## src/rtl/dccdp_pkg.sv

```systemverilog
package dccdp_pkg;

	localparam int TABLE_DEPTH = 2048;
	localparam int ADDR_W      = $clog2(TABLE_DEPTH);
	localparam int WORD_W      = 16;
	localparam int PHASE_W     = 32;
	localparam int FRAC_W      = 16;
	localparam int CNT_W       = 16;
	localparam int LIMIT_W     = 8;
	localparam int FIELD_ADDR_W = 11;
	localparam int OP_W        = 3;
	localparam int IN_DATA_W   = 32;
	localparam int IN_USER_W   = 4;
	localparam int OUT_DATA_W  = 56;
	localparam int APB_ADDR_W  = 4;
	localparam int APB_DATA_W  = 32;

	typedef enum logic [OP_W-1:0] {
		OP_TICK   = 3'd0,
		OP_WRITE  = 3'd1,
		OP_RUN    = 3'd2,
		OP_STOP   = 3'd3,
		OP_REWIND = 3'd4
	} opcode_t;

	typedef enum logic [1:0] {
		REG_STEP_A       = 2'd0,
		REG_STEP_B       = 2'd1,
		REG_CYCLE_LIMIT  = 2'd2,
		REG_LIMIT_ENABLE = 2'd3
	} reg_index_t;

	typedef struct packed {
		logic [PHASE_W-1:0] step_a;
		logic [PHASE_W-1:0] step_b;
		logic [LIMIT_W-1:0] cycle_limit;
		logic               limit_enable;
	} cfg_t;

	typedef struct packed {
		logic tick;
		logic run;
		logic stop;
		logic rewind;
	} cmd_t;

	typedef struct packed {
		logic [CNT_W-1:0] count;
		logic             running;
	} tick_res_t;

endpackage

```

## src/rtl/dccdp_accum.sv

```systemverilog
module dccdp_accum
	import dccdp_pkg::*;
(
	input  logic              clk,
	input  logic              arst_n,
	input  cmd_t              cmd,
	input  cfg_t              cfg,
	output logic              fire,
	output logic [ADDR_W-1:0] idx_a,
	output logic [ADDR_W-1:0] idx_b,
	output tick_res_t         res
);

	logic [PHASE_W-1:0] phase_a_q, phase_b_q;
	logic [PHASE_W-1:0] phase_a_nx, phase_b_nx;
	logic [ADDR_W-1:0]  idx_a_q, idx_b_q;
	logic [ADDR_W-1:0]  new_a, new_b;
	logic [CNT_W-1:0]   cnt_q, cnt_nx;
	logic               running_q;
	logic               stop_hit;
	logic               wrap;

	assign fire       = cmd.tick && running_q;
	assign phase_a_nx = phase_a_q + cfg.step_a;
	assign phase_b_nx = phase_b_q + cfg.step_b;
	assign new_a      = phase_a_nx[FRAC_W +: ADDR_W];
	assign new_b      = phase_b_nx[FRAC_W +: ADDR_W];
	assign wrap       = (new_a == '0) || (new_b == '0);
	assign cnt_nx     = wrap ? cnt_q + CNT_W'(1) : cnt_q;
	assign stop_hit   = cfg.limit_enable &&
		(cnt_q == {{(CNT_W-LIMIT_W){1'b0}}, cfg.cycle_limit});

	assign idx_a       = idx_a_q;
	assign idx_b       = idx_b_q;
	assign res.count   = cnt_nx;
	assign res.running = !stop_hit;

	always_ff @(posedge clk or negedge arst_n) begin
		if (!arst_n) begin
			phase_a_q <= '0;
			phase_b_q <= '0;
			idx_a_q   <= '0;
			idx_b_q   <= '0;
			cnt_q     <= '0;
			running_q <= 1'b0;
		end else begin
			if (fire) begin
				phase_a_q <= phase_a_nx;
				phase_b_q <= phase_b_nx;
				idx_a_q   <= new_a;
				idx_b_q   <= new_b;
				cnt_q     <= cnt_nx;
				running_q <= !stop_hit;
			end
			if (cmd.run) begin
				running_q <= 1'b1;
			end
			if (cmd.stop) begin
				running_q <= 1'b0;
			end
			if (cmd.rewind) begin
				idx_a_q <= '0;
				idx_b_q <= '0;
			end
		end
	end

endmodule

```

## config.mk

```make
export PLATFORM = sky130hd
export DESIGN_NAME = dccdp_accum
export DESIGN_NICKNAME = d
export VERILOG_FILES = /design/src/rtl/dccdp_pkg.sv /design/src/rtl/dccdp_accum.sv
export SDC_FILE = /design/constraint.sdc
export NUM_CORES = 1
export LEC_CHECK = 0
export ABC_AREA = 1
export BUFFER_PORTS_ARGS = -buffer_cell sky130_fd_sc_hd__clkbuf_2
export CAP_MARGIN = 30
export CORE_MARGIN = 4
export CORE_UTILIZATION = 55
export CTS_CLUSTER_SIZE = 25
export DETAILED_ROUTE_END_ITERATION = 16
export PLACE_DENSITY_LB_ADDON = 0.2
export SKIP_CTS_REPAIR_TIMING = 1
export SLEW_MARGIN = 30
export SYNTH_ARGS = -nofsm -noshare
export SYNTH_HDL_FRONTEND = slang
export SYNTH_SLANG_ARGS = --single-unit
```

## constraint.sdc

```tcl
create_clock -name clk -period 4.3 [get_ports clk]
set_clock_uncertainty 0.1 [all_clocks]
set_input_delay 0.86 -clock clk [delete_from_list [all_inputs] [get_ports clk]]
set_output_delay 0.86 -clock clk [all_outputs]
set_load 0.005 [all_outputs]
```

==> out/metrics.cfg <==
[critical_path]
cp_slowest_stage_delay_ps=370
cp-startpoint=cfg[41]
crit_top_cell=nand2_2
worstPathArrival_ps=3260
crit_required_ps=3340
path_cells=buf_2 > ha_4 > inv_1 > fa_2 > inv_2 > buf_4 > nand3_1 > nand3b_1 > nand2_1 > nand2_1 > nand2_2 > nand2_2 > nand2_2 > nor2_4 > nand3_4 > buf_12 > nand3_2 > and2_1 > clkbuf_2
slowest_stage=fa_2
worst-setup-path-type=input port to output port
worstSetupStartpointType=input port
timing.rr.start=phase_b_q[0]
crit_fanout=6
cp-end-kind=output port

[synthesis]
synth_cells=1292
synth.largest_area_cell=dfrtp_1
synth_top_family_by_area=simple AND/OR/NAND/NOR gates
synth-compound-area-share=0.0656
synth.distinct_cells=41
ys_warn_count=0
synth_top_cell_area_share=0.284
synth-simple-area-share=0.411
synthAdderAreaFrac=0.0859
ys_seq_elements=93
muxShareOfSynthArea=0
yosysSeqAreaShare=0.284
synthesis.nets=1426
yosys-top-cells-area=dfrtp_1 28%, nand2_1 23%, inv_1 9.2%, ha_1 8.1%, nand3_1 5.3%
syn_avg_cell_area_um2=6.34
synth_xor_area_frac=0.0449
synthesis.area_um2=8190

[drt]
routed_wl_mm=22.5
vias=8231
route.detailed.drc=0
first_iter_violations=526
routed_via_density=5.13
wl_per_cell_um=14.0
dr.pass1.iters=5
drtAntennaViolNets=0

[timing]
setup_viol=0
tightest_slew_ps=659
drv_slew=0
fmaxAchievable_ghz=0.237
fin_crit_sh=0.982
fin_crit_ps=4220
finalHoldViolations=0
maxSlewHeadroom=0.557
fin_ws_ps=75.5

[place]
preCtsSetupSlack_ps=75.5
gp_congestion=0.931
dp_hpwl_mm=17.1
portBuffers=108
dpl_cell_area_um2=9010

[power_and_ir_drop]
peakVddDrop_mv=0.326
p_switching_mw=2.82
swShare=0.483
combPwrFrac=0.626
powerDensity_nw_per_um2=596
seq_power_share=0.232
p_leak_nw=5.55
clock_power_share=0.142
p_int_mw=3.02
power_mw=5.84

[cells_and_area]
final_common_cell=nand2_1
fin_area_um2=9810
most-common-layout-cells=491 x nand2_1, 199 x inv_1, 105 x clkbuf_2
nNetsFinal=1549
diodes=0
fillers=1389
drive_gt1_frac=0.193
synthToLayoutAreaGrowth_pct=19.8

[floorplanning]
ioPinCount=119
core_area_um2=14500
die-area_um2=16900
die_h_um=130
start_util=0.563
die_x_um=130
num_rows=44

[clock_tree]
clk_path_buf_depth=2
clk_latency_ps=350
clock-sinks=93
cts_htree_levels=3
cts_inserted_buffers=9
cts-root-buf=clkbuf_16
clkTransAtPathRegs_ps=70
cts_tree=yes

[global_routing]
grt_pass1_vias=7558
grt_pass1_wl_mm=34.8
overflow=0
grt_usage=0.256
grt_max_degree=68
antenna_found_initial=0

[run_status]
status=complete, no violations

[worst_hold_path]
hp-class=input port to async pin

[flow_run]
maxCapViolations=0

-- stage by stage --
step                      hold WS (ps)  std cells  setup TNS [ps]  utilization
after floorplan                    349       1292               0            -
after global placement             364       1579               0        0.619
after detailed placement           371       1580               0        0.620
after CTS                          380       1596               0        0.641
after global routing               396       1604            -772        0.675
final                              364       1604               0        0.675
-- worst max-delay path, delay by kind of cell --
| kind | cells | cell delay [ps] |
|---|---|---|
| adder cells (fa/ha/maj) | 2 | 510 |
| buffers and inverters | 6 | 680 |
| AND/OR/NAND/NOR | 11 | 1200 |
-- synth_stat cells (all sizes together) --
cell type and count:
o22ai 1, a21o 1, clkbuf 17, dfrtp 93
a2111oi 1, nor4 2, o31ai 2, fa 2
nor2 77, and2 21, ha 53, o2111ai 2
nand3b 13, nand2 525, nand4 17, a21oi 49
or2 4, o21bai 2, nor3 13, xor2 26
o211ai 1, a31oi 7, and3 1, nand3 99
o21ai 34, inv 207, xnor2 16, buf 6
-- cell families (layout without fill, tap and decap cells) --
logic type | Yosys count | after routing
xor gates and xnor gates | 42 | 42
buffers and inverters | 230 | 357
and+or+nand+nor | 772 | 773
DFF | 93 | 93
adders and majority gates | 55 | 55
AOI/OAI and AO/OA | 100 | 100
-- final cells by class --
class | instances | area [µm²] | area share
clock buffers | 9 | 225 | 0.0230
clock inverters | 7 | 77.6 | 0.00791
inverters | 207 | 777 | 0.0792
multi-input cells | 970 | 5350 | 0.546
flip-flops and latches | 93 | 2330 | 0.237
well taps | 184 | 230 | 0.0235
repair buffers | 134 | 817 | 0.0833
-- power by group through the flow --
stage	sequential, mW	clock [mW]	combinational, mW
floorplan	1.30	0	2.51
global placement	1.34	0	3.27
detailed placement	1.35	0	3.32
CTS	1.34	0.849	3.34
global route	1.39	0.882	4.16
finish	1.36	0.829	3.66
-- routing by layer --
metal / GRT usage / up-vias / routed length (µm)
met5: 0 / - / 0
met4: 0.0776 / 0 / 546
met3: 0.0446 / 38 / 1410
met2: 0.441 / 240 / 11000
met1: 0.330 / 3674 / 9540
li1: - / 4279 / -
-- flip-flops by register name, indices dropped and copies added, names as in the netlist --
| signal | flops |
|---|---|
| cnt_q | 16 |
| idx_a | 11 |
| idx_b | 11 |
| phase_a_q | 27 |
| phase_b_q | 27 |
| running_q | 1 |
-- worst paths after layout --
kind	end	slack, ps	cells after the start
worst max-delay path	res[9]	80	19
worst min-delay path	phase_b_q[8]	360	1
worst max register to register	cnt_q[4]	1510	16
worst min register to register	idx_a[10]	390	2
max in group asynchronous	cnt_q[3]	2840	3
min in group clk	idx_a[10]	390	2
Power figures use the tool's default switching activity.
