File: src/rtl/dccdp_pkg.sv
package dccdp_pkg;

	localparam int TABLE_DEPTH = 2048;
	localparam int ADDR_W      = $clog2(TABLE_DEPTH);
	localparam int WORD_W      = 16;
	localparam int PHASE_W     = 32;
	localparam int FRAC_W      = 16;
	localparam int CNT_W       = 16;
	localparam int LIMIT_W     = 8;
	localparam int FIELD_ADDR_W = 11;
	localparam int OP_W        = 3;
	localparam int IN_DATA_W   = 32;
	localparam int IN_USER_W   = 4;
	localparam int OUT_DATA_W  = 56;
	localparam int APB_ADDR_W  = 4;
	localparam int APB_DATA_W  = 32;

	typedef enum logic [OP_W-1:0] {
		OP_TICK   = 3'd0,
		OP_WRITE  = 3'd1,
		OP_RUN    = 3'd2,
		OP_STOP   = 3'd3,
		OP_REWIND = 3'd4
	} opcode_t;

	typedef enum logic [1:0] {
		REG_STEP_A       = 2'd0,
		REG_STEP_B       = 2'd1,
		REG_CYCLE_LIMIT  = 2'd2,
		REG_LIMIT_ENABLE = 2'd3
	} reg_index_t;

	typedef struct packed {
		logic [PHASE_W-1:0] step_a;
		logic [PHASE_W-1:0] step_b;
		logic [LIMIT_W-1:0] cycle_limit;
		logic               limit_enable;
	} cfg_t;

	typedef struct packed {
		logic tick;
		logic run;
		logic stop;
		logic rewind;
	} cmd_t;

	typedef struct packed {
		logic [CNT_W-1:0] count;
		logic             running;
	} tick_res_t;

endpackage

File: src/rtl/dccdp_cfg_regs.sv
module dccdp_cfg_regs
	import dccdp_pkg::*;
(
	input  logic                  clk,
	input  logic                  arst_n,
	input  logic                  psel,
	input  logic                  penable,
	input  logic                  pwrite,
	input  logic [APB_ADDR_W-1:0] paddr,
	input  logic [APB_DATA_W-1:0] pwdata,
	output logic [APB_DATA_W-1:0] prdata,
	output cfg_t                  cfg
);

	cfg_t       cfg_q;
	reg_index_t reg_idx;
	logic       wr_en;

	assign reg_idx = reg_index_t'(paddr[3:2]);
	assign wr_en   = psel && penable && pwrite;
	assign cfg     = cfg_q;

	always_ff @(posedge clk or negedge arst_n) begin
		if (!arst_n) begin
			cfg_q <= '0;
		end else if (wr_en) begin
			unique case (reg_idx)
				REG_STEP_A:       cfg_q.step_a       <= pwdata;
				REG_STEP_B:       cfg_q.step_b       <= pwdata;
				REG_CYCLE_LIMIT:  cfg_q.cycle_limit  <= pwdata[LIMIT_W-1:0];
				REG_LIMIT_ENABLE: cfg_q.limit_enable <= pwdata[0];
				default: ;
			endcase
		end
	end

	always_comb begin
		unique case (reg_idx)
			REG_STEP_A:       prdata = cfg_q.step_a;
			REG_STEP_B:       prdata = cfg_q.step_b;
			REG_CYCLE_LIMIT:  prdata = {{(APB_DATA_W-LIMIT_W){1'b0}}, cfg_q.cycle_limit};
			REG_LIMIT_ENABLE: prdata = {{(APB_DATA_W-1){1'b0}}, cfg_q.limit_enable};
			default:          prdata = '0;
		endcase
	end

endmodule

File: config.mk
export PLATFORM = sky130hd
export DESIGN_NAME = dccdp_cfg_regs
export DESIGN_NICKNAME = d
export VERILOG_FILES = /design/src/rtl/dccdp_pkg.sv /design/src/rtl/dccdp_cfg_regs.sv
export SDC_FILE = /design/constraint.sdc
export NUM_CORES = 1
export LEC_CHECK = 0
export BUFFER_PORTS_ARGS = -buffer_cell sky130_fd_sc_hd__buf_2
export CORE_UTILIZATION = 47
export CTS_CLUSTER_SIZE = 24
export DETAILED_ROUTE_END_ITERATION = 6
export PLACE_DENSITY = 0.79
export SLEW_MARGIN = 20
export SYNTH_ARGS = -nofsm -noshare
export SYNTH_HDL_FRONTEND = slang
export SYNTH_SLANG_ARGS = --single-unit
export TNS_END_PERCENT = 50
File: constraint.sdc
create_clock -name clk -period 1.7 [get_ports clk]
set_clock_uncertainty 0.2 [all_clocks]
set_input_delay 0.425 -clock clk [delete_from_list [all_inputs] [get_ports clk]]
set_output_delay 0.425 -clock clk [all_outputs]
set_load 0.03 [all_outputs]
==> summary.txt, run 1 <==
Timing
  • Max_slew headroom: 79.2%
  • Hold WS: 122 ps
  • Worst-Margin Slew: 312 ps
  • Final setup vio count: 42
  • Fin crit period: 1980 ps
  • RSZ-0062 raised after global routing: true
  • Final WS setup: -275 ps
  • Setup TNS: -2170 ps
  • Max-slew violation count: 0
  • Peak Freq: 506 MHz
  • Final period util: 116%
  • Final Hold Fails: 0

Power
  • Sw Share: 41.0%
  • Combinational share of power: 47.3%
  • Net Switching: 2.86 mW
  • Register share of total power: 35.9%
  • Pwr dens: 1280 nW/µm²
  • Max VDD drop: 0.907 mV
  • Final Power: 6.99 mW
  • Int Power: 4.13 mW
  • Clock share of power: 16.7%
  • Pleak: 2.64 nW

Synth
  • Seq/Total Area, Yosys: 54.9%
  • Post-Syn Area: 3330 µm²
  • Synth top area share: 54.9%
  • Synth Instances: 238
  • Synth area leaders: dfrtp_1 55%, mux2_2 21%, mux2i_1 9.3%
  • Synthesized net count: 279
  • Syn avg cell area: 14.0 µm²
  • Yosys top cell by area: dfrtp_1
  • Distinct cells, synth: 18
  • Synth Register Bits: 73
  • Synth warn: 0

Critical path
  • Worst Setup SP: cfg[9]$_DFFE_PN0P_
  • Element type at the critical path end: output pin
  • CP Launch Type: register
  • Critical-path maximum fanout: 3
  • WP data required: 1070 ps
  • Worst R2R Path Depth: 2
  • Capture point of the worst reg-to-reg path: cfg[34]$_DFFE_PN0P_
  • R2r setup slk: 540 ps
  • Worst setup path end: prdata[0]
  • Setup CP Type: reg -> out
  • FF-to-FF Start: cfg[34]$_DFFE_PN0P_
  • Crit path DAT: 1350 ps

Outcome
  • Status: finished with violations
  • Violated checks: setup timing

Placement
  • # port buffers: 143
  • Detailed placer's ending HPWL: 5840 µm
  • RePlAce Congestion: 0.748
  • Placed cell area: 4480 µm²

Detailed routing
  • Pre-Repair DR Iteration Count: 4
  • Routed Antenna Nets: 0
  • Initial DRC Count: 62
  • Drt via density: 5.08
  • Remaining DRCs: 0
  • Total wire length: 9850 µm
  • Wire per inst: 18.5 µm
  • Routed vias: 2715

Final layout
  • Layout Nets: 475
  • Share of cells above drive strength 1: 77.6%
  • Commonest cells after routing, fill and taps aside: 106 x buf_2, 72 x dfrtp_1, 61 x mux2_2, 39 x buf_4, 39 x buf_6
  • Final design area excluding fillers: 5460 µm²
  • Commonest non-fill, non-tap cell in the layout: buf_2
  • Largest register FFs: 73
  • Ant diodes: 0
  • Synth-to-layout area growth: 64.1%

Floorplanning
  • Top Ports: 146
  • FP Rows: 30
  • Die W: 86.2 µm
  • Core Area: 6830 µm²
  • Die Area: 7420 µm²
  • Initial Util: 48.7%
  • Vertical die dimension: 86.2 µm

Global routing
  • Global-route wire length before repair: 14400 µm
  • GRT overflow: 0
  • Overall Global Routing Usage: 25.9%
  • Vias in the first global route: 2852
  • Initial antenna violation count: 0
  • Largest net degree at the start of global routing: 33

Clocking
  • Clock slew at reported path FFs: 80 ps
  • Num CTS Buffers: 9
  • Root Driver: clkbuf_8
  • H-tree levels: 3
  • Clk sink count: 73
  • Clk buf depth: 2
  • CTS tree: yes
  • Skew-Pair Late Insertion Delay: 330 ps

Hold path
  • Hold path cells: 2
  • Min-delay worst type: in -> reg

Flow run
  • Maxcap violations: 0
worst min path at each step:
stage | from | endpoint | slack, ps
2_1_floorplan | arst_n | cfg[0]$_DFFE_PN0P_ | -70
3_3_place_gp | arst_n | cfg[32]$_DFFE_PN0P_ | 130
3_5_place_dp | arst_n | cfg[32]$_DFFE_PN0P_ | 130
4_1_cts | pwdata[27] | cfg[36]$_DFFE_PN0P_ | 110
5_1_grt | pwdata[26] | cfg[35]$_DFFE_PN0P_ | 110
6_report | pwdata[27] | cfg[36]$_DFFE_PN0P_ | 120
kinds of logic (layout without fill, tap and decap cells):
| family | after synthesis | after routing | synth area share (%) |
|---|---|---|---|
| AOI/OAI and AO/OA | 7 | 7 | 1.05 |
| DFF | 73 | 73 | 54.9 |
| buffers and inverters | 15 | 215 | 2.71 |
| muxes | 105 | 105 | 35.6 |
| and+or+nand+nor | 38 | 38 | 5.75 |
layout make-up:
| type | count | area (µm²) |
|---|---|---|
| repair buffers | 200 | 1610 |
| well taps | 96 | 120 |
| multi-input cells | 150 | 1740 |
| flip-flops and latches | 73 | 1830 |
| fillers | 416 | 1370 |
| clock buffers | 11 | 141 |
| clock inverters | 4 | 20.0 |
power by group through the flow:
stage          Sequential (mW)  Clock, mW  Combinational (mW)
2_1_floorplan             3.26          0                1.01
3_3_place_gp              2.45          0                2.58
3_5_place_dp              2.47          0                2.63
4_1_cts                   2.48       1.18                3.10
5_1_grt                   2.56       1.28                3.45
6_report                  2.51       1.17                3.31
routing by layer:
layer | track usage, % | vias to the layer above | share of wire (%)
met5 | 0 | - | 0
met4 | 10.2 | 0 | 1.8
met3 | 5.10 | 20 | 3.7
met2 | 47.0 | 91 | 56
met1 | 29.9 | 1368 | 39
li1 | - | 1236 | -
critical path, cell delays in order (launching register included):
cell,delay [ps]
dfrtp_1,400
mux4_2,470
buf_6,150
timing repair:
action / CTS / global route
endpoints found under the setup margin: 32 / 68
hold endpoints to repair: 19 / 0
cloned: 3 / 2
buffers inserted: 21 / 12
hold buffers: 1 / 0
resized for setup: 101 / 17
pin swaps: 11 / 4
through the flow:
| stage | worst slack [ps] | cells | utilization, % |
|---|---|---|---|
| floorplan | -61.6 | 238 | - |
| global placement | -328 | 480 | 65.5 |
| detailed placement | -358 | 480 | 65.5 |
| finish | -275 | 534 | 79.9 |
| CTS | -282 | 520 | 77.0 |
| global route | -324 | 534 | 79.9 |
Yosys cell counts (all sizes together):
| master | instances |
|---|---|
| nor2 | 25 |
| dfrtp | 73 |
| nor3b | 1 |
| clkbuf | 3 |
| mux2i | 31 |
| nor2b | 1 |
| nor3 | 1 |
| buf | 12 |
| mux2 | 73 |
| nand2 | 8 |
| or3b | 1 |
| o21ai | 7 |
| mux4 | 1 |
| nand3 | 1 |
No activity file was read; power rests on OpenSTA's default activity.
==> inputs of run 2 (changes only) <==
--- a/config.mk
+++ b/config.mk
@@ -6,10 +6,11 @@
 export NUM_CORES = 1
 export LEC_CHECK = 0
 export BUFFER_PORTS_ARGS = -buffer_cell sky130_fd_sc_hd__buf_2
-export CORE_UTILIZATION = 47
+export CORE_UTILIZATION = 49
+export CTS_BUF_LIST = sky130_fd_sc_hd__clkbuf_8
 export CTS_CLUSTER_SIZE = 24
 export DETAILED_ROUTE_END_ITERATION = 6
-export PLACE_DENSITY = 0.79
+export PLACE_DENSITY = 0.82
 export SLEW_MARGIN = 20
 export SYNTH_ARGS = -nofsm -noshare
 export SYNTH_HDL_FRONTEND = slang
==> run 2 against run 1 <==
Effect of this change:
- the run ends with DRC, setup timing left
- sequential power about the same
- critical path type unchanged
- global-route usage up 0.81 points
- largest cell class unchanged
- non-clock buffer count unchanged
==> summary.txt, run 2 (synthesized netlist as in run 1, its figures left out) <==
Critical path
  • Stages on worst setup path: 2
  • Critical-path maximum fanout: 2
  • Worst R2R Path Depth: 3
  • Largest delay share family, worst path: multiplexers
  • CP cell instances: mux4_2 -> buf_6
  • Setup CP Type: reg -> out
  • Crit path DAT: 1370 ps
  • WP data required: 1070 ps
  • CP Launch Type: register
  • Element type at the critical path end: output pin
  • R2r setup slk: 460 ps
  • Critical path buffer and inverter count: 1
  • Crit-path slowest cell: mux4_2
  • CP max stage delay: 490 ps

Power
  • Pwr dens: 1330 nW/µm²
  • Max VDD drop: 0.818 mV
  • Pleak: 2.68 nW

Hold path
  • Hold path cells: 2
  • Min-delay worst type: in -> reg

Timing
  • Final period util: 117%
  • Max-slew violation count: 0
  • Max_slew headroom: 74.3%
  • Worst-Margin Slew: 385 ps
  • Hold WS: 125 ps
  • Final WS setup: -295 ps
  • Fin crit period: 1990 ps
  • Final Hold Fails: 0
  • Peak Freq: 501 MHz
  • RSZ-0062 raised after global routing: true
  • Final setup vio count: 67

Floorplanning
  • Die W: 84.4 µm
  • Die Area: 7130 µm²
  • Core Area: 6460 µm²
  • FP Rows: 29
  • Vertical die dimension: 84.4 µm
  • Initial Util: 51.5%
  • Top Ports: 146

Clocking
  • Clk buf depth: 2
  • Clk sink count: 73
  • Num CTS Buffers: 9
  • Skew-Pair Late Insertion Delay: 330 ps
  • H-tree levels: 3
  • Clock slew at reported path FFs: 70 ps
  • Root Driver: clkbuf_8
  • CTS tree: yes

Placement
  • Placed cell area: 4400 µm²
  • RePlAce Congestion: 0.761
  • Detailed placer's ending HPWL: 5660 µm
  • # port buffers: 143

Global routing
  • Largest net degree at the start of global routing: 74
  • GRT overflow: 0
  • Global-route wire length before repair: 14500 µm
  • Initial antenna violation count: 0
  • Vias in the first global route: 2879
  • Overall Global Routing Usage: 26.7%

Detailed routing
  • Pre-Repair DR Iteration Count: 7
  • Total wire length: 9910 µm
  • Routed Antenna Nets: 0
  • Wire per inst: 19.2 µm
  • Drt via density: 5.33
  • Remaining DRCs: 8
  • Initial DRC Count: 92
  • Routed vias: 2747

Final layout
  • Synth-to-layout area growth: 65.5%
  • Ant diodes: 0
  • Final design area excluding fillers: 5510 µm²
  • Layout Nets: 475
  • Commonest non-fill, non-tap cell in the layout: buf_2
  • Commonest cells after routing, fill and taps aside: 109 x buf_2, 73 x dfrtp_1, 45 x buf_6, 42 x mux2_2, 34 x buf_4
  • Fillers: 297
  • Largest register FFs: 73
  • Share of cells above drive strength 1: 77.4%

Flow run
  • Maxcap violations: 0

Outcome
  • Status: finished with violations
  • Violated checks: DRC, setup timing
run 2: path summary, 6_finish.rpt:
path                                     start             endpoint
max                         cfg[0]$_DFFE_PN0P_            prdata[0]
min                                 pwdata[19]  cfg[60]$_DFFE_PN0P_
max reg2reg                 cfg[0]$_DFFE_PN0P_   cfg[0]$_DFFE_PN0P_
min reg2reg                cfg[19]$_DFFE_PN0P_  cfg[19]$_DFFE_PN0P_
max in group asynchronous               arst_n  cfg[69]$_DFFE_PN0P_
min in group asynchronous               arst_n  cfg[45]$_DFFE_PN0P_
run 2: what timing repair did:
item	in CTS	in global routing
setup endpoints to repair	48	77
hold buffers	1	0
cloned	1	1
endpoints found under the hold margin	73	0
resized for setup	105	49
buffers inserted	21	16
pin swaps	11	7
run 2: final cells by class:
type	instances	area, µm²	share of cell area (%)
multi-input cells	150	1830	33.2
well taps	77	96.3	1.75
clock buffers	10	138	2.50
flip-flops and latches	73	1830	33.2
repair buffers	200	1550	28.1
clock inverters	5	72.6	1.32
run 2: power by group:
part	leakage (nW)	internal [mW]	total, mW	switching [mW]
clock network	0.115	0.847	1.47	0.624
logic	1.68	1.44	3.31	1.87
registers	0.895	2.14	2.53	0.392
run 2: worst register-to-register path, delay by kind of cell (launching register included):
kind	cells	cell delay, ps
flip-flops	1	390
buffers and inverters	2	270
multiplexers	1	270
run 2: layer usage:
metal | track usage, % | up-vias | part of all wire [%]
met4 | 12.2 | 0 | 2.4
met3 | 5.21 | 21 | 4.1
met2 | 48.4 | 93 | 54
li1 | - | 1232 | -
met1 | 30.6 | 1401 | 39
met5 | 0 | - | 0
run 2: stage by stage:
stage               TNS, ps  instances  worst slack, ps  utilization [%]  power [mW]
finish                -5910        515             -295             85.3        7.32
global route          -7630        515             -333             85.3        7.62
CTS                   -3500        500             -306             80.4        7.02
detailed placement   -29160        463             -388             68.2        5.09
global placement     -25780        463             -344             68.2        5.01
floorplan              -946        238            -61.6                -        4.26
==> inputs of run 3 (changes only) <==
--- a/config.mk
+++ b/config.mk
@@ -11,6 +11,7 @@
 export CTS_CLUSTER_SIZE = 24
 export DETAILED_ROUTE_END_ITERATION = 6
 export PLACE_DENSITY = 0.82
+export SETUP_SLACK_MARGIN = 0.05
 export SLEW_MARGIN = 20
 export SYNTH_ARGS = -nofsm -noshare
 export SYNTH_HDL_FRONTEND = slang
==> run 3 against run 2 <==
Effect of this change:
- the run still ends with DRC, setup timing left
- routed wire length increased by 29%
- highest routed layer unchanged
- via count up 11%
- combinational power increased by 15%
- global-route usage increased by 2.3 points
- die area did not move
- register-to-register slack lost 50 ps
- cell count rose by 2.7%
- largest cell class is now buffers
==> summary.txt, run 3 (synthesized netlist as in run 1, its figures left out) <==
Outcome
  • Status: finished with violations
  • Violated checks: DRC, setup timing

Critical path
  • WP data required: 1070 ps
  • Crit path DAT: 1350 ps
  • Critical-path maximum fanout: 2
  • CP Launch Type: register
  • Element type at the critical path end: output pin
  • Setup CP Type: reg -> out

Timing
  • Final WS setup: -275 ps
  • Peak Freq: 506 MHz
  • Hold WS: 117 ps
  • Worst-Margin Slew: 410 ps
  • Final Hold Fails: 0
  • Final setup vio count: 63
  • Fin crit period: 1970 ps
  • Max_slew headroom: 72.7%
  • Max-slew violation count: 0
  • Final period util: 116%
  • RSZ-0062 raised after global routing: true
  • Setup TNS: -5440 ps

Global routing
  • Initial antenna violation count: 0
  • Met1 Usage GRT: 34.1%
  • Met2 Use GR: 52.9%
  • Global-route wire length before repair: 15600 µm
  • Met3 Usage GRT: 3.93%
  • Largest net degree at the start of global routing: 74
  • Grt peak-use layer: met2
  • Overall Global Routing Usage: 29.0%
  • Vias in the first global route: 2981
  • GRT overflow: 0

Final layout
  • Commonest cells after routing, fill and taps aside: 86 x buf_6, 75 x buf_2, 73 x dfrtp_1, 40 x mux2_4, 36 x buf_4
  • Largest register FFs: 73
  • Final design area excluding fillers: 5900 µm²
  • Ant diodes: 0
  • Commonest non-fill, non-tap cell in the layout: buf_6
  • Synth-to-layout area growth: 77.2%
  • Share of cells above drive strength 1: 79.0%
  • Layout Nets: 489

Detailed routing
  • Initial DRC Count: 146
  • Wire per inst: 24.1 µm
  • Drt via density: 5.78
  • Pre-Repair DR Iteration Count: 6
  • Routed Antenna Nets: 0
  • Total wire length: 12700 µm
  • Routed vias: 3058
  • Remaining DRCs: 8

Clocking
  • H-tree levels: 3
  • Num CTS Buffers: 9
  • Root Driver: clkbuf_8
  • Clk buf depth: 2
  • Skew-Pair Late Insertion Delay: 340 ps
  • Clk sink count: 73
  • CTS tree: yes
  • Clock slew at reported path FFs: 80 ps

Flow run
  • Maxcap violations: 0

Power
  • Max VDD drop: 0.965 mV
  • Pwr dens: 1310 nW/µm²
  • Pleak: 2.90 nW

Floorplanning
  • Core Area: 6460 µm²
  • Die W: 84.4 µm
  • Top Ports: 146
  • Vertical die dimension: 84.4 µm
  • Die Area: 7130 µm²
  • FP Rows: 29
  • Initial Util: 51.5%

Placement
  • RePlAce Congestion: 0.760
  • Placed cell area: 4440 µm²
  • Detailed placer's ending HPWL: 5810 µm
  • # port buffers: 143

Hold path
  • Min-delay worst type: in -> reg
-- run 3: cell count changes in the layout (fill, tap and decap cells not counted), moves of 3 or more --
cell / delta
nand2_1: -7
buf_6: +41
buf_2: -34
mux2i_4: -7
mux2_4: +12
mux2_2: -11
clkinvlp_4: +3
nand2_4: +6
mux2i_1: +5
-- run 3: final timing paths --
path | cells after the start | slack, ps | from | endpoint
min | 2 | 120 | pwdata[25] | cfg[34]$_DFFE_PN0P_
min reg2reg | 1 | 350 | cfg[47]$_DFFE_PN0P_ | cfg[47]$_DFFE_PN0P_
min in group asynchronous | 3 | 420 | arst_n | cfg[43]$_DFFE_PN0P_
max in group asynchronous | 3 | 520 | arst_n | cfg[1]$_DFFE_PN0P_
max | 2 | -270 | cfg[0]$_DFFE_PN0P_ | prdata[0]
max reg2reg | 3 | 410 | cfg[20]$_DFFE_PN0P_ | cfg[20]$_DFFE_PN0P_
-- run 3: stage by stage --
step	std cells	power [mW]	setup WS [ps]	util [%]
6_report	529	7.71	-275	91.3
4_1_cts	514	7.19	-282	86.1
5_1_grt	529	7.94	-296	91.3
3_3_place_gp	465	5.02	-336	68.8
2_1_floorplan	238	4.27	-61.6	-
3_5_place_dp	465	5.10	-383	68.8
-- run 3: repair_timing --
item / CTS / global route
endpoints found under the setup margin: 52 / 134
gates cloned: 4 / 2
gates resized for setup: 174 / 69
buffers inserted: 29 / 15
endpoints found under the hold margin: 73 / 0
hold buffers: 1 / 0
pin swaps: 10 / 7
-- run 3: final cells by class --
class	instances	area, µm²
multi-input combinational	150	1840
clock inverter	6	61.3
sequential	73	1830
timing repair buffer	214	1950
clock buffer	9	124
tap	77	96.3
fill	232	561
-- run 3: critical path, stage by stage (launching register included) --
cell     delay, ps
dfrtp_1        380
mux4_2         480
buf_6          150
-- run 3: power breakdown --
group / internal (mW) / switching (mW)
Clock: 0.662 / 0.654
Sequential: 2.14 / 0.432
Combinational: 1.78 / 2.04
-- run 3: layer usage --
metal	vias to the layer above	part of all wire [%]	wire length (µm)
met1	1582	36	4600
met2	176	54	6890
met4	0	4.1	528
li1	1255	-	-
met3	45	5.6	713
met5	-	0	0
